`src/sv/iss_pkg.sv`:
```
// Shared constants, types and helpers of the IMU sample scaler.
package iss_pkg;

    localparam int RAW_W      = 16;
    localparam int MAX_BURST  = 128;
    localparam int TALLY_W    = $clog2(MAX_BURST + 1);
    localparam int ACC_W      = RAW_W + $clog2(MAX_BURST);
    localparam int FS_W       = 2;
    localparam int COEF_W     = 24;
    localparam int GAIN_W     = 24;
    localparam int OFFSET_W   = 16;
    localparam int CFG_ADDR_W = 3;
    localparam int CFG_DATA_W = 24;

    localparam int FRAC_SH    = 14;
    localparam int L_PROD_W   = RAW_W + COEF_W + 1;
    localparam int L_SH_W     = L_PROD_W + (2 ** FS_W - 1);
    localparam int LANE_W     = L_SH_W - FRAC_SH;
    localparam int NUM_LANES  = 6;

    localparam int ACCEL_W    = 25;
    localparam int GYRO_W     = 28;
    localparam int TEMP_W     = 16;
    localparam int SAMP_W     = 8;
    localparam int ACCEL_MAX  = 2 ** (ACCEL_W - 1) - 1;
    localparam int ACCEL_MIN  = -(2 ** (ACCEL_W - 1));
    localparam int TEMP_MAX   = 2 ** (TEMP_W - 1) - 1;
    localparam int TEMP_MIN   = -(2 ** (TEMP_W - 1));
    localparam int SAMP_MAX   = 2 ** SAMP_W - 1;

    localparam int T_PROD_W       = ACC_W + GAIN_W + 1;
    localparam int DIV_STEP_BITS  = 4;
    localparam int DVD_W          = ((T_PROD_W + DIV_STEP_BITS - 1) / DIV_STEP_BITS)
                                    * DIV_STEP_BITS;
    localparam int DIV_ITERS      = DVD_W / DIV_STEP_BITS;
    localparam int DIV_CNT_W      = $clog2(DIV_ITERS);
    localparam int Q_SH           = 16;
    localparam int QSH_W          = DVD_W + 1 - Q_SH;
    localparam int DEG_W          = QSH_W + 1;

    localparam int IN_W       = 7 * RAW_W;
    localparam int TEMP_IN_LSB = 3 * RAW_W;
    localparam int GYRO_IN_LSB = 4 * RAW_W;
    localparam int OUT_BITS   = 3 * ACCEL_W + 3 * GYRO_W + TEMP_W + SAMP_W;
    localparam int OUT_W      = ((OUT_BITS + 7) / 8) * 8;
    localparam int OUT_PAD_W  = OUT_W - OUT_BITS;
    localparam int TEMP_OUT_LSB = 3 * ACCEL_W + 3 * GYRO_W;
    localparam int SAMP_OUT_LSB = TEMP_OUT_LSB + TEMP_W;

    localparam logic signed [RAW_W-1:0] RAW_MIN = RAW_W'(-(2 ** (RAW_W - 1)));
    localparam logic signed [RAW_W-1:0] RAW_MAX = RAW_W'(2 ** (RAW_W - 1) - 1);
    localparam logic [COEF_W-1:0] GYRO_COEF   = COEF_W'(500 * (2 ** FRAC_SH));
    localparam logic [COEF_W-1:0] GRAVITY_RST = COEF_W'(642689);
    localparam logic [GAIN_W-1:0] GAIN_RST    = GAIN_W'(51338);
    localparam logic signed [OFFSET_W-1:0] OFFSET_RST = OFFSET_W'(6400);

    typedef enum logic [CFG_ADDR_W-1:0] {
        CFG_ACCEL_FS    = 3'd0,
        CFG_GYRO_FS     = 3'd1,
        CFG_GRAVITY     = 3'd2,
        CFG_TEMP_GAIN   = 3'd3,
        CFG_TEMP_OFFSET = 3'd4
    } t_cfg_idx;

    typedef enum logic [1:0] {
        ST_IDLE,
        ST_SCALE,
        ST_MERGE
    } t_state;

    typedef enum logic [2:0] {
        TS_IDLE,
        TS_MUL,
        TS_START,
        TS_DIV,
        TS_NEG,
        TS_ADD,
        TS_DONE
    } t_tstate;

    typedef struct packed {
        logic start;
        logic ack;
    } t_temp_ctl;

    typedef struct packed {
        logic                     valid;
        logic signed [TEMP_W-1:0] temp;
        logic [SAMP_W-1:0]        samples;
    } t_temp_res;

    function automatic logic [SAMP_W-1:0] sat_samples(input logic [TALLY_W-1:0] cnt);
        if (int'(cnt) > SAMP_MAX) begin
            return SAMP_W'(SAMP_MAX);
        end
        return SAMP_W'(cnt);
    endfunction

endpackage

```
`src/sv/iss_lane.sv`:
```
// One scaling lane: optional axis negation, multiply by coefficient, range shift, floor.
module iss_lane (
    input  logic                                i_clk,
    input  logic                                i_load,
    input  logic                                i_adv,
    input  logic signed [iss_pkg::RAW_W-1:0]    i_raw,
    input  logic                                i_neg,
    input  logic [iss_pkg::COEF_W-1:0]          i_coef,
    input  logic [iss_pkg::FS_W-1:0]            i_fs,
    output logic signed [iss_pkg::LANE_W-1:0]   o_res
);

    logic signed [iss_pkg::RAW_W-1:0]    w_v;
    logic signed [iss_pkg::L_PROD_W-1:0] r_prod;
    logic signed [iss_pkg::L_SH_W-1:0]   w_sh;
    logic signed [iss_pkg::LANE_W-1:0]   r_res;

    always_comb begin
        if (!i_neg) begin
            w_v = i_raw;
        end else if (i_raw == iss_pkg::RAW_MIN) begin
            w_v = iss_pkg::RAW_MAX;
        end else begin
            w_v = -i_raw;
        end
    end

    assign w_sh = iss_pkg::L_SH_W'(r_prod) <<< i_fs;

    always_ff @(posedge i_clk) begin
        if (i_load) begin
            r_prod <= w_v * $signed({1'b0, i_coef});
        end
        if (i_adv) begin
            r_res <= w_sh[iss_pkg::L_SH_W-1:iss_pkg::FRAC_SH];
        end
    end

    assign o_res = r_res;

endmodule

```
`config.mk`:
```
export PLATFORM = sky130hd
export DESIGN_NAME = iss_lane
export DESIGN_NICKNAME = d
export VERILOG_FILES = /design/src/sv/iss_pkg.sv /design/src/sv/iss_lane.sv
export SDC_FILE = /design/constraint.sdc
export NUM_CORES = 1
export LEC_CHECK = 0
export BUFFER_PORTS_ARGS = -buffer_cell sky130_fd_sc_hd__buf_4
export CORE_ASPECT_RATIO = 1.4
export CORE_MARGIN = 10
export CORE_UTILIZATION = 60
export CTS_CLUSTER_DIAMETER = 100
export CTS_CLUSTER_SIZE = 16
export DETAILED_ROUTE_END_ITERATION = 7
export PLACE_DENSITY = 0.78
export SYNTH_ARGS = -nofsm -noshare
export SYNTH_HDL_FRONTEND = slang
export SYNTH_SLANG_ARGS = --single-unit
```
`constraint.sdc`:
```
create_clock -name i_clk -period 9.7 [get_ports i_clk]
set_input_delay 1.94 -clock i_clk [delete_from_list [all_inputs] [get_ports i_clk]]
set_output_delay 1.94 -clock i_clk [all_outputs]
set_load 0.02 [all_outputs]
```
==> qor.yml, run 1 <==
area_delta_synth_final_pct: 7.719
cts_tree: "done"
crit_path_end_kind: "register"
diodes: 0
hold_ws_ps: 525.2
ys_warn_count: 0
cp.depth: 26
critPathLaunchType: "primary input"
slew_violations: 0
vias: 11340
cpLargestDelayFamily: "adder cells"
synth_top_area_share: 0.3978
tightest_slew_ps: 907.7
worst_skew_pair.late_latency_ps: 320
io_pins: 76
placed_area_um2: 16250
final-setup-viol-count: 0
layout_setup_ws_ps: 473.6
port_buffers: 75
grt_pass1_wl_um: 62760
r2r_slack_ps: 8490
fin_crit_sh: 0.9512
floorplan.rows: 69
r2r-end: "o_res[3]"
syn_avg_cell_area_um2: 9.469
routedWlPerCell_um: 19.05
drt_first_pass_iters: 5
cts-root-buf: "clkbuf_16"
cts-buffers-inserted: 9
final_nets: 2150
holdPathStages: 0
antenna_found_initial: 0
max_stage_delay_ps: 590
clock-sinks: 60
layout_min_cycle_time_ps: 9226
slew_headroom: 0.3908
synth_edf_count: 60
holdCritPathClass: "reg2reg"
finalHoldViolations: 0
crit_top_cell: "fa_1"
grt_max_degree: 31
clockBufferDepth: 2
place_ws_ps: -185.5
syn_nets: 2108
core_um2: 25300
globalplace.congestion: 0.9502
clkTransAtPathRegs_ps: 50
synth_area_leaders: "fa_1 (40%), edfxtp_1 (12%), ha_1 (11%), inv_1 (9.9%), nand2_1 (6.5%)"
setup-tns-final_ps: 0
die_width_um: 155.2
status: "completed"
crit_fanout: 13
hpwl_um: 30120
skew_ps: 5.075
cp_num_buf_inv: 5
viasPerCell: 5.709
die_area_um2: 32470
grt_use_total: 0.2401
cp_slowest_cell: "o21ai_2"
initial_core_util: 0.6068
required_ps: 9760
timing.max_cap.violations: 0
syn_area_um2: 15350
wl_um: 37830
fin_area_um2: 16530
fp.dieH_um: 209.3
gr-total-overflow: 0
ys_seq_elements: 60
nFillCells: 1974
netlist-cell-type-count: 51
grt_pass1_vias: 12440
r2r_start: "r_prod[14]"
yosysMostFrequentCell: "inv_1"
cts_resized: 0
crit_type: "in2reg"
rr_worst_depth: 1
ys.flop_type: "edfxtp_1"
drc_errors: 0
cp.arrival_ps: 9290
drive_gt1_frac: 0.09898
max_freq_ghz: 0.1084
drt-initial-drc-count: 750
synthCells: 1621
min_to: "o_res[29]"
htree_levels: 3
synth_commonest_cells: "inv_1 (406), fa_1 (305), nand2_1 (265)"
post_cts_buffers: 0
ys_seq_area_frac: 0.1174
ant_nets: 0
cts_hold_buf: 0
synthArstFlopShare: 0
synth_area_leader_cell: "fa_1"
min-delay-start: "r_prod[40]"
sequential cells by signal, summed over array words and instances, names as in the netlist:
| signal | flops |
|---|---|
| r_prod | 30 |
| o_res | 30 |
cell families after synthesis:
| logic type | synth area share |
|---|---|
| flip-flops | 0.1174 |
| multiplexers | 0.04231 |
| adder cells (fa/ha/maj) | 0.5086 |
| AND/OR/NAND/NOR | 0.1501 |
| AO/OA/AOI/OAI | 0.04369 |
| buffers and inverters | 0.1157 |
| XOR/XNOR | 0.02225 |
stage by stage:
step,util,std cells
2_1_floorplan,-,1621
3_3_place_gp,0.6425,1971
3_5_place_dp,0.6425,1971
4_1_cts,0.6534,1986
5_1_grt,0.6537,1986
6_report,0.6537,1986
worst max-delay path by stage:
stage	start	to	slack, ps
finish	i_raw[8]	r_prod[35]	470
global route	i_raw[0]	r_prod[40]	-5
CTS	i_raw[8]	r_prod[35]	110
detailed placement	i_raw[8]	r_prod[35]	-190
global placement	i_raw[8]	r_prod[35]	-10
floorplan	i_raw[0]	r_prod[40]	790
cell type report:
class	instances	area, um^2	share of cell area
clock inverters	3	38.79	0.002346
well taps	319	399.1	0.02414
repair buffers	98	748.2	0.04525
clock buffers	12	236.5	0.01430
multi-input cells	1088	11790	0.7128
inverters	406	1524	0.09217
flip-flops and latches	60	1802	0.1090
cell usage in the layout (no fill, tap or decap), types with 3 or more instances in the layout:
cell type  Yosys  final
ha_1         136    136
o31ai_1        4      4
mux4_2        27     27
a21o_1        17     17
or3_1          6      6
buf_4          0     97
nand2b_1       4      4
nor2b_1       25     25
or2_2         13     13
nor3_1         6      6
o21ai_1        4      5
clkbuf_1      67      3
xor2_1        21     21
nand4_1        7      7
a21oi_1       32     31
o21ai_0       12     10
fa_1         305    305
edfxtp_1      60     60
and2_1       101    101
nand2_1      265    264
xnor2_1       18     18
and3_1         6      6
nand3_1        5      5
nor2_1        34     34
o21bai_1       6      6
clkbuf_16      0      9
o21a_1         5      5
inv_1        406    406
metal layers:
metal / global-route usage / vias to the layer above / routed length (um)
met5: 0 / - / 0
met3: 0.03458 / 149 / 2796
met2: 0.4144 / 458 / 19300
met1: 0.2845 / 5776 / 13640
met4: 0.1235 / 0 / 2092
li1: - / 4956 / -
Power of run 1 is not shown: default switching activity piles up to over one toggle a cycle in this logic, so the estimate is an artifact.
==> inputs of run 2 (changes only) <==
CELL_PAD_IN_SITES_DETAIL_PLACEMENT = 0   (was default)
CELL_PAD_IN_SITES_GLOBAL_PLACEMENT = 1   (was default)
CORE_UTILIZATION = 51   (was 60)
PLACE_DENSITY = default   (was 0.78)
PLACE_DENSITY_LB_ADDON = 0.1   (was default)
==> run 2 against run 1 <==
Effect of this change: sequential cell count unchanged; via count down 5.4%; register-to-register slack worse by 20 ps; cell area up 1.6%; first-iteration DRC count down 25%; largest cell class unchanged; highest routed layer unchanged.
==> qor.yml, run 2 (same netlist as run 1, synthesis figures left out) <==
status: "completed"
fin_crit_sh: 0.9529
setup-tns-final_ps: 0
cts-root-buf: "clkbuf_16"
clock-sinks: 60
viasPerCell: 5.202
vias: 10730
required_ps: 9760
cp.arrival_ps: 9300
cts_hold_buf: 0
tightest_slew_ps: 997.4
holdPathStages: 0
core_um2: 29840
min-delay-start: "r_prod[40]"
min_to: "o_res[29]"
fp.dieH_um: 225.3
gr-total-overflow: 0
crit_path_end_kind: "register"
r2r_start: "r_prod[30]"
die_area_um2: 37530
final_nets: 2160
crit_fanout: 10
drt-initial-drc-count: 566
max_stage_delay_ps: 570
antenna_found_initial: 0
die_width_um: 166.6
slew_headroom: 0.3351
layout_commonest_cell: "inv_1"
nFillCells: 2784
slew_violations: 0
rr_worst_depth: 1
floorplan.rows: 75
grt_max_degree: 31
io_pins: 76
finalHoldViolations: 0
wl_um: 37350
htree_levels: 3
cts-buffers-inserted: 9
cts_resized: 0
diodes: 0
worst_skew_pair.late_latency_ps: 320
crit_type: "in2reg"
max_freq_ghz: 0.1082
clkTransAtPathRegs_ps: 50
cts_tree: "done"
routedWlPerCell_um: 18.11
critPathLaunchType: "primary input"
post_cts_buffers: 0
holdCritPathClass: "reg2reg"
drc_errors: 0
initial_core_util: 0.5144
drt_first_pass_iters: 5
drive_gt1_frac: 0.1067
layout_min_cycle_time_ps: 9243
mostFrequentLayoutCells: "inv_1 (406), fa_1 (305), nand2_1 (264), ha_1 (136), buf_4 (102)"
hpwl_um: 31470
ant_nets: 0
grt_pass1_vias: 11680
area_delta_synth_final_pct: 9.390
final-setup-viol-count: 0
clockBufferDepth: 2
grt_use_total: 0.2053
port_buffers: 75
skew_ps: 5.074
r2r-end: "o_res[19]"
cp_slowest_cell: "nand2_1"
globalplace.congestion: 0.8604
r2r_slack_ps: 8470
timing.max_cap.violations: 0
hold_ws_ps: 510.2
grt_pass1_wl_um: 61510
rsz0062_at_grt: "no"
run 2: critical path, delay by kind of cell:
family          cells  cell delay [ps]
fa+ha+maj           8             3550
simple gates        6             1680
compound gates      5             1130
buf+inv             9              880
xor+xnor            1              110
run 2: layer usage:
| layer | vias up | GRT usage | wire length [um] |
|---|---|---|---|
| li1 | 4978 | - | - |
| met1 | 5488 | 0.2547 | 15510 |
| met2 | 218 | 0.3739 | 19610 |
| met3 | 47 | 0.02112 | 1414 |
| met4 | 0 | 0.05053 | 819 |
| met5 | - | 0 | 0 |
run 2: final cells by class:
type | count | area (um^2) | share of cell area
tap | 385 | 481.7 | 0.02869
multi-input combinational | 1088 | 11790 | 0.7022
clock buffer | 10 | 229.0 | 0.01364
clock inverter | 6 | 78.83 | 0.004694
timing repair buffer | 108 | 885.9 | 0.05276
inverter | 406 | 1524 | 0.09076
sequential | 60 | 1802 | 0.1073
run 2: how the worst max path moves through the flow:
stage,startpoint,end,cells past startpoint
3_3_place_gp,i_raw[0],r_prod[35],29
4_1_cts,i_raw[0],r_prod[34],29
3_5_place_dp,i_raw[0],r_prod[34],29
2_1_floorplan,i_raw[0],r_prod[40],27
5_1_grt,i_raw[8],r_prod[39],25
6_report,i_raw[0],r_prod[35],29
run 2: metrics by stage:
stage	cells	util	cell area (um^2)	worst slack, ps
after global placement	2047	0.5523	16480	206.0
after global routing	2063	0.5627	16790	31.85
after CTS	2063	0.5626	16790	440.2
after detailed placement	2047	0.5523	16480	90.49
after floorplan	1621	-	15350	794.9
final	2063	0.5627	16790	456.5
Power of run 2 is left out for the same reason.
