## config.mk

```make
export PLATFORM = sky130hd
export DESIGN_NAME = iss_temp_avg
export DESIGN_NICKNAME = d
export VERILOG_FILES = /design/src/sv/iss_pkg.sv /design/src/sv/iss_div.sv /design/src/sv/iss_temp_avg.sv
export SDC_FILE = /design/constraint.sdc
export NUM_CORES = 2
export LEC_CHECK = 0
export BUFFER_PORTS_ARGS = -buffer_cell sky130_fd_sc_hd__buf_2
export CAP_MARGIN = 0
export CORE_MARGIN = 2
export CORE_UTILIZATION = 50
export DETAILED_ROUTE_END_ITERATION = 7
export PLACE_DENSITY = 0.68
export RECOVER_POWER = 50
export SYNTH_ARGS = -nofsm -noshare
export SYNTH_HDL_FRONTEND = slang
export SYNTH_SLANG_ARGS = --single-unit
```

## constraint.sdc

```tcl
create_clock -name i_clk -period 17.2 [get_ports i_clk]
set_input_delay 3.44 -clock i_clk [delete_from_list [all_inputs] [get_ports i_clk]]
set_output_delay 3.44 -clock i_clk [all_outputs]
set_load 0.03 [all_outputs]
```

## src/sv/iss_pkg.sv

```systemverilog
// Shared constants, types and helpers of the IMU sample scaler.
package iss_pkg;

    localparam int RAW_W      = 16;
    localparam int MAX_BURST  = 128;
    localparam int TALLY_W    = $clog2(MAX_BURST + 1);
    localparam int ACC_W      = RAW_W + $clog2(MAX_BURST);
    localparam int FS_W       = 2;
    localparam int COEF_W     = 24;
    localparam int GAIN_W     = 24;
    localparam int OFFSET_W   = 16;
    localparam int CFG_ADDR_W = 3;
    localparam int CFG_DATA_W = 24;

    localparam int FRAC_SH    = 14;
    localparam int L_PROD_W   = RAW_W + COEF_W + 1;
    localparam int L_SH_W     = L_PROD_W + (2 ** FS_W - 1);
    localparam int LANE_W     = L_SH_W - FRAC_SH;
    localparam int NUM_LANES  = 6;

    localparam int ACCEL_W    = 25;
    localparam int GYRO_W     = 28;
    localparam int TEMP_W     = 16;
    localparam int SAMP_W     = 8;
    localparam int ACCEL_MAX  = 2 ** (ACCEL_W - 1) - 1;
    localparam int ACCEL_MIN  = -(2 ** (ACCEL_W - 1));
    localparam int TEMP_MAX   = 2 ** (TEMP_W - 1) - 1;
    localparam int TEMP_MIN   = -(2 ** (TEMP_W - 1));
    localparam int SAMP_MAX   = 2 ** SAMP_W - 1;

    localparam int T_PROD_W       = ACC_W + GAIN_W + 1;
    localparam int DIV_STEP_BITS  = 4;
    localparam int DVD_W          = ((T_PROD_W + DIV_STEP_BITS - 1) / DIV_STEP_BITS)
                                    * DIV_STEP_BITS;
    localparam int DIV_ITERS      = DVD_W / DIV_STEP_BITS;
    localparam int DIV_CNT_W      = $clog2(DIV_ITERS);
    localparam int Q_SH           = 16;
    localparam int QSH_W          = DVD_W + 1 - Q_SH;
    localparam int DEG_W          = QSH_W + 1;

    localparam int IN_W       = 7 * RAW_W;
    localparam int TEMP_IN_LSB = 3 * RAW_W;
    localparam int GYRO_IN_LSB = 4 * RAW_W;
    localparam int OUT_BITS   = 3 * ACCEL_W + 3 * GYRO_W + TEMP_W + SAMP_W;
    localparam int OUT_W      = ((OUT_BITS + 7) / 8) * 8;
    localparam int OUT_PAD_W  = OUT_W - OUT_BITS;
    localparam int TEMP_OUT_LSB = 3 * ACCEL_W + 3 * GYRO_W;
    localparam int SAMP_OUT_LSB = TEMP_OUT_LSB + TEMP_W;

    localparam logic signed [RAW_W-1:0] RAW_MIN = RAW_W'(-(2 ** (RAW_W - 1)));
    localparam logic signed [RAW_W-1:0] RAW_MAX = RAW_W'(2 ** (RAW_W - 1) - 1);
    localparam logic [COEF_W-1:0] GYRO_COEF   = COEF_W'(500 * (2 ** FRAC_SH));
    localparam logic [COEF_W-1:0] GRAVITY_RST = COEF_W'(642689);
    localparam logic [GAIN_W-1:0] GAIN_RST    = GAIN_W'(51338);
    localparam logic signed [OFFSET_W-1:0] OFFSET_RST = OFFSET_W'(6400);

    typedef enum logic [CFG_ADDR_W-1:0] {
        CFG_ACCEL_FS    = 3'd0,
        CFG_GYRO_FS     = 3'd1,
        CFG_GRAVITY     = 3'd2,
        CFG_TEMP_GAIN   = 3'd3,
        CFG_TEMP_OFFSET = 3'd4
    } t_cfg_idx;

    typedef enum logic [1:0] {
        ST_IDLE,
        ST_SCALE,
        ST_MERGE
    } t_state;

    typedef enum logic [2:0] {
        TS_IDLE,
        TS_MUL,
        TS_START,
        TS_DIV,
        TS_NEG,
        TS_ADD,
        TS_DONE
    } t_tstate;

    typedef struct packed {
        logic start;
        logic ack;
    } t_temp_ctl;

    typedef struct packed {
        logic                     valid;
        logic signed [TEMP_W-1:0] temp;
        logic [SAMP_W-1:0]        samples;
    } t_temp_res;

    function automatic logic [SAMP_W-1:0] sat_samples(input logic [TALLY_W-1:0] cnt);
        if (int'(cnt) > SAMP_MAX) begin
            return SAMP_W'(SAMP_MAX);
        end
        return SAMP_W'(cnt);
    endfunction

endpackage

```

## src/sv/iss_div.sv

```systemverilog
// Iterative unsigned divider retiring four quotient bits per cycle.
module iss_div (
    input  logic                           i_clk,
    input  logic                           i_rst_n,
    input  logic                           i_start,
    input  logic [iss_pkg::DVD_W-1:0]      i_dividend,
    input  logic [iss_pkg::TALLY_W-1:0]    i_divisor,
    output logic                           o_done,
    output logic [iss_pkg::DVD_W-1:0]      o_quot
);

    logic                              r_busy;
    logic                              r_done;
    logic [iss_pkg::DIV_CNT_W-1:0]     r_cnt;
    logic [iss_pkg::TALLY_W:0]         r_rem;
    logic [iss_pkg::TALLY_W-1:0]       r_dvs;
    logic [iss_pkg::DVD_W-1:0]         r_quo;
    logic [iss_pkg::TALLY_W:0]         n_rem;
    logic [iss_pkg::DVD_W-1:0]         n_quo;

    always_comb begin
        n_rem = r_rem;
        n_quo = r_quo;
        for (int i = 0; i < iss_pkg::DIV_STEP_BITS; i++) begin
            n_rem = {n_rem[iss_pkg::TALLY_W-1:0], n_quo[iss_pkg::DVD_W-1]};
            n_quo = {n_quo[iss_pkg::DVD_W-2:0], 1'b0};
            if (n_rem >= {1'b0, r_dvs}) begin
                n_rem    = n_rem - {1'b0, r_dvs};
                n_quo[0] = 1'b1;
            end
        end
    end

    always_ff @(posedge i_clk) begin
        if (!i_rst_n) begin
            r_busy <= 1'b0;
            r_done <= 1'b0;
            r_cnt  <= '0;
        end else begin
            r_done <= 1'b0;
            if (i_start) begin
                r_busy <= 1'b1;
                r_cnt  <= '0;
            end else if (r_busy) begin
                r_cnt <= r_cnt + 1'b1;
                if (r_cnt == iss_pkg::DIV_CNT_W'(iss_pkg::DIV_ITERS - 1)) begin
                    r_busy <= 1'b0;
                    r_done <= 1'b1;
                end
            end
        end
    end

    always_ff @(posedge i_clk) begin
        if (i_start) begin
            r_rem <= '0;
            r_quo <= i_dividend;
            r_dvs <= i_divisor;
        end else if (r_busy) begin
            r_rem <= n_rem;
            r_quo <= n_quo;
        end
    end

    assign o_done = r_done;
    assign o_quot = r_quo;

endmodule

```

## src/sv/iss_temp_avg.sv

```systemverilog
// Burst temperature accumulator and average with gain, offset and saturation.
module iss_temp_avg (
    input  logic                                 i_clk,
    input  logic                                 i_rst_n,
    input  iss_pkg::t_temp_ctl                   i_ctl,
    input  logic signed [iss_pkg::RAW_W-1:0]     i_temp_raw,
    input  logic                                 i_last,
    input  logic [iss_pkg::GAIN_W-1:0]           i_gain,
    input  logic signed [iss_pkg::OFFSET_W-1:0]  i_offset,
    output logic                                 o_done,
    output iss_pkg::t_temp_res                   o_res
);

    iss_pkg::t_tstate                      r_state;
    iss_pkg::t_tstate                      n_state;
    logic signed [iss_pkg::ACC_W-1:0]      r_accum;
    logic [iss_pkg::TALLY_W-1:0]           r_tally;
    logic [iss_pkg::TALLY_W-1:0]           r_cnt;
    logic                                  r_neg;
    logic [iss_pkg::DVD_W-1:0]             r_mag;
    logic signed [iss_pkg::QSH_W-1:0]      r_qsh;
    iss_pkg::t_temp_res                    r_res;

    logic signed [iss_pkg::T_PROD_W-1:0]   w_prod;
    logic [iss_pkg::T_PROD_W-1:0]          w_abs;
    logic                                  w_div_start;
    logic                                  w_div_done;
    logic [iss_pkg::DVD_W-1:0]             w_quot;
    logic signed [iss_pkg::DVD_W:0]        w_q;
    logic signed [iss_pkg::DEG_W-1:0]      w_deg;
    logic signed [iss_pkg::TEMP_W-1:0]     w_temp_sat;

    iss_div u_div (
        .i_clk      (i_clk),
        .i_rst_n    (i_rst_n),
        .i_start    (w_div_start),
        .i_dividend (r_mag),
        .i_divisor  (r_cnt),
        .o_done     (w_div_done),
        .o_quot     (w_quot)
    );

    assign w_prod = r_accum * $signed({1'b0, i_gain});
    assign w_abs  = w_prod[iss_pkg::T_PROD_W-1] ? iss_pkg::T_PROD_W'(-w_prod)
                                                : iss_pkg::T_PROD_W'(w_prod);
    assign w_q    = r_neg ? -$signed({1'b0, w_quot}) : $signed({1'b0, w_quot});
    assign w_deg  = iss_pkg::DEG_W'(r_qsh) + iss_pkg::DEG_W'(i_offset);

    always_comb begin
        if (w_deg > iss_pkg::DEG_W'(iss_pkg::TEMP_MAX)) begin
            w_temp_sat = iss_pkg::TEMP_W'(iss_pkg::TEMP_MAX);
        end else if (w_deg < iss_pkg::DEG_W'(iss_pkg::TEMP_MIN)) begin
            w_temp_sat = iss_pkg::TEMP_W'(iss_pkg::TEMP_MIN);
        end else begin
            w_temp_sat = iss_pkg::TEMP_W'(w_deg);
        end
    end

    always_comb begin
        n_state = r_state;
        unique case (r_state)
            iss_pkg::TS_IDLE: begin
                if (i_ctl.start) begin
                    n_state = i_last ? iss_pkg::TS_MUL : iss_pkg::TS_DONE;
                end
            end
            iss_pkg::TS_MUL:   n_state = iss_pkg::TS_START;
            iss_pkg::TS_START: n_state = iss_pkg::TS_DIV;
            iss_pkg::TS_DIV: begin
                if (w_div_done) begin
                    n_state = iss_pkg::TS_NEG;
                end
            end
            iss_pkg::TS_NEG:   n_state = iss_pkg::TS_ADD;
            iss_pkg::TS_ADD:   n_state = iss_pkg::TS_DONE;
            iss_pkg::TS_DONE: begin
                if (i_ctl.ack) begin
                    n_state = iss_pkg::TS_IDLE;
                end
            end
            default:           n_state = iss_pkg::TS_IDLE;
        endcase
    end

    always_comb begin
        w_div_start = (r_state == iss_pkg::TS_START);
        o_done      = (r_state == iss_pkg::TS_DONE);
    end

    always_ff @(posedge i_clk) begin
        if (!i_rst_n) begin
            r_state <= iss_pkg::TS_IDLE;
            r_accum <= '0;
            r_tally <= '0;
        end else begin
            r_state <= n_state;
            if (i_ctl.start && r_state == iss_pkg::TS_IDLE &&
                r_tally < iss_pkg::TALLY_W'(iss_pkg::MAX_BURST)) begin
                r_accum <= r_accum + iss_pkg::ACC_W'(i_temp_raw);
                r_tally <= r_tally + 1'b1;
            end else if (r_state == iss_pkg::TS_MUL) begin
                r_accum <= '0;
                r_tally <= '0;
            end
        end
    end

    always_ff @(posedge i_clk) begin
        if (i_ctl.start && r_state == iss_pkg::TS_IDLE) begin
            r_res <= '0;
        end
        if (r_state == iss_pkg::TS_MUL) begin
            r_neg <= w_prod[iss_pkg::T_PROD_W-1];
            r_mag <= iss_pkg::DVD_W'(w_abs);
            r_cnt <= r_tally;
        end
        if (r_state == iss_pkg::TS_NEG) begin
            r_qsh <= w_q[iss_pkg::DVD_W:iss_pkg::Q_SH];
        end
        if (r_state == iss_pkg::TS_ADD) begin
            r_res.valid   <= 1'b1;
            r_res.temp    <= w_temp_sat;
            r_res.samples <= iss_pkg::sat_samples(r_cnt);
        end
    end

    assign o_res = r_res;

endmodule

```

==> results.yml <==
synth:
  synthAdderAreaFrac: 0.390
  ys.warnings.count: 0
  synthXorXnorAreaFrac: 0.0436
  synthArstFlopShare: 0
  ys_types: 78
  synth_most_common_cell: "inv_1"
  synth_edf_count: 170
  netlist.area_leader.share: 0.281
  ys_seq_area_frac: 0.183
  syn_nets: 4587
  synth_top_family_by_area: "adder cells"
  ys.flop_type: "edfxtp_1"
  synth_area_um2: 33300
  synth_area_leaders: "fa_1 (28%), edfxtp_1 (15%), ha_1 (11%)"
  synth.avg_cell_area_um2: 8.84
  synth-simple-area-share: 0.186
  synth_top_area_cell: "fa_1"
  synth.area.mux_share: 0.00834
  synth_compound_area_frac: 0.0979
  synth_seq_cells: 219
  syn_inst: 3769
  synth_common_cells: "inv_1 (647), nand2_1 (568), fa_1 (468), ha_1 (289), and2_1 (257)"
place:
  finalWeightedCongestion: 0.912
  place_inst: 4590
  place_hpwl_um: 62700
  numPortBuffers: 86
layout:
  fillers: 6051
  layout.area.seq_um2: 6090
  antenna-diode-count: 0
  areaGrowthSynthToFinish_pct: 5.76
  instances_no_fill: 4635
  multi_input_area_um2: 24200
  drive_above_1_share: 0.0514
  finalNetCount: 4571
die:
  fp.dieW_um: 262
  io_pins: 87
  coreArea_um2: 65900
  rows: 94
  die_area_um2: 68700
  die_h_um: 262
  start_util: 0.506
timing:
  setup_violations: 0
  finalMaxSlewViolations: 264
  finalClockSkew_ns: 0.0291
  finalCriticalPeriod_ns: 11.60
  slew-limit-headroom: -1.10
  tightest_slew_ns: 3.15
  fmax_mhz: 86.2
  fin_tns_setup_ns: 0
  period_share: 0.675
  rsz0062_at_grt: "no"
  hold_violations: 0
pwr:
  internal_power_mw: 3.21
  pwr-share-clk: 0.076
  power_density_nw_per_um2: 189
  pwr-share-seq: 0.137
  p_sw_frac: 0.518
  pwr-share-comb: 0.788
  netSwitchingPower_mw: 3.45
  totalPowerFinal_mw: 6.66
  peakVddDrop_mv: 0.209
  p_leak_nw: 16.7
clock_network:
  path_clk_slew_ns: 0.06
  post_cts_buffers: 0
  clock_sinks: 219
  clk_latency_ns: 0.53
  ctsHtreeMaxLevel: 1
  cts_resized: 0
  cts_tree: "built"
  cts-buffers-inserted: 25
  cts_buffer_depth: 3
  root_buffer: "clkbuf_16"
  hold_buffers: 0
critical_path:
  arrival_ns: 11.86
  cp.required_ns: 17.46
  rr_worst_depth: 44
  r2r-end: "u_div.r_rem[1]"
  cp-startpoint: "i_gain[9]"
  rr_startpoint: "u_div.r_dvs[1]"
  crit_path_end: "r_mag[43]"
  worst-path-max-fanout: 23
  r2r_slack_ns: 6.82
  start_kind: "primary input"
  end_kind: "flip-flop"
  crit_type: "primary input to flip-flop"
route:
  ant_nets: 0
  via_per_inst: 5.43
  drc: 0
  avgRoutedWirePerCell_um: 17.1
  drt_iter0_markers: 1527
  wirelength_um: 79400
  dr_total_vias: 25163
  first_pass_iters: 6
grt:
  grt_pass1_vias: 25469
  grt_use_total: 0.236
  antenna_found_initial: 1
  gr-total-overflow: 0
  grt_max_degree: 61
  grt_pass1_wl_um: 131000
worst_hold_path:
  hold_path.class: "flip-flop to flip-flop"
  hold_depth: 0
run_status:
  outcome: "finished, violations left"
  failed_checks: "max-capacitance violations, max-slew violations"
flow_run:
  max_cap_viol_count: 5
## power by group through the flow
| stage | combinational (mW) | clock (mW) | sequential (mW) |
|---|---|---|---|
| floorplan | 3.96 | 0 | 0.909 |
| global placement | 5.13 | 0 | 0.917 |
| detailed placement | 5.18 | 0 | 0.919 |
| CTS | 5.22 | 0.516 | 0.908 |
| global route | 5.90 | 0.536 | 0.926 |
| finish | 5.24 | 0.504 | 0.910 |
## logic make-up (layout without fill, tap and decap cells)
family | count (synthesis) | in the layout
fa+ha+maj | 757 | 757
compound gates | 511 | 511
mux | 26 | 26
simple gates | 1278 | 1278
flops | 219 | 219
xor+xnor | 166 | 166
buf+inv | 812 | 814
## layout by cell type, fill, tap and decap left out, types with 16 or more instances in the layout
master     synthesis  routed
inv_1            647     647
nor2_1           139     139
nand4_1           34      34
a21oi_1          136     135
clkbuf_16          0      25
nor3_1            34      33
and3_1            28      28
ha_1             289     289
fa_1             468     468
edfxtp_1         170     170
dfxtp_1           49      49
nand2b_1          31      31
a31oi_1           29      29
a21o_1            47      47
o21a_1            24      24
and2_1           257     256
o211ai_1          19      19
xnor2_1          119     118
nand2_1          568     568
buf_4              0      30
xor2_1            47      47
or3_1             17      16
a211oi_1          22      22
o21ai_0          120     120
buf_2              4      85
nand3_1           89      89
a21boi_0          17      17
## through the flow
stage	hold WS (ns)	setup slack [ns]	area [µm²]	util
after global placement	0.432	5.15	34500	0.524
after CTS	0.440	5.64	35300	0.535
final	0.438	5.60	35200	0.535
after global routing	0.466	5.10	35200	0.535
after detailed placement	0.427	5.08	34500	0.524
after floorplan	0.418	5.61	33300	-
## routing by layer
metal	GRT usage	routed length, µm	vias to the layer above
li1	-	-	12095
met1	0.318	34700	12208
met2	0.401	38100	708
met3	0.0297	4420	152
met4	0.0640	2200	0
met5	0	0	-
## registers in the layout (all words and copies together), names as in the netlist
register / flops
o_res: 25
r_accum: 23
r_cnt: 8
r_mag: 48
r_neg: 1
r_qsh: 33
r_state: 3
r_tally: 8
u_div.o_done: 1
u_div.o_quot: 48
u_div.r_busy: 1
u_div.r_cnt: 4
u_div.r_dvs: 8
u_div.r_rem: 8
## worst min path at each step
| stage | endpoint | slack (ns) | start |
|---|---|---|---|
| 4_1_cts | u_div.r_dvs[5] | 0.44 | r_cnt[5] |
| 5_1_grt | u_div.r_dvs[5] | 0.47 | r_cnt[5] |
| 3_5_place_dp | u_div.r_dvs[5] | 0.43 | r_cnt[5] |
| 2_1_floorplan | u_div.r_dvs[0] | 0.42 | r_cnt[0] |
| 3_3_place_gp | u_div.r_dvs[5] | 0.43 | r_cnt[5] |
| 6_report | u_div.r_dvs[5] | 0.44 | r_cnt[5] |
## worst max-delay path, cell delays in order
cell	delay, ns
buf_2	0.47
and2_1	0.24
fa_1	0.44
fa_1	0.51
inv_1	0.05
fa_1	0.53
inv_1	0.05
fa_1	0.49
inv_1	0.05
fa_1	0.47
inv_1	0.05
fa_1	0.52
inv_1	0.05
fa_1	0.52
inv_1	0.04
ha_1	0.46
inv_1	0.10
or4b_2	0.67
o311a_1	0.20
a211oi_1	0.41
nand4b_1	0.23
or4_1	0.58
or4_1	0.63
nor3_2	0.32
a31oi_1	0.14
xor2_1	0.16
## final cells by class
class,instances,share of cell area
Clock buffer,31,0.0184
Clock inverter,14,0.00373
Inverter,649,0.0692
Multi-Input combinational cell,2738,0.686
Sequential cell,219,0.173
Tap cell,864,0.0307
Timing Repair Buffer,120,0.0190
No activity file was read; power rests on OpenSTA's default activity.
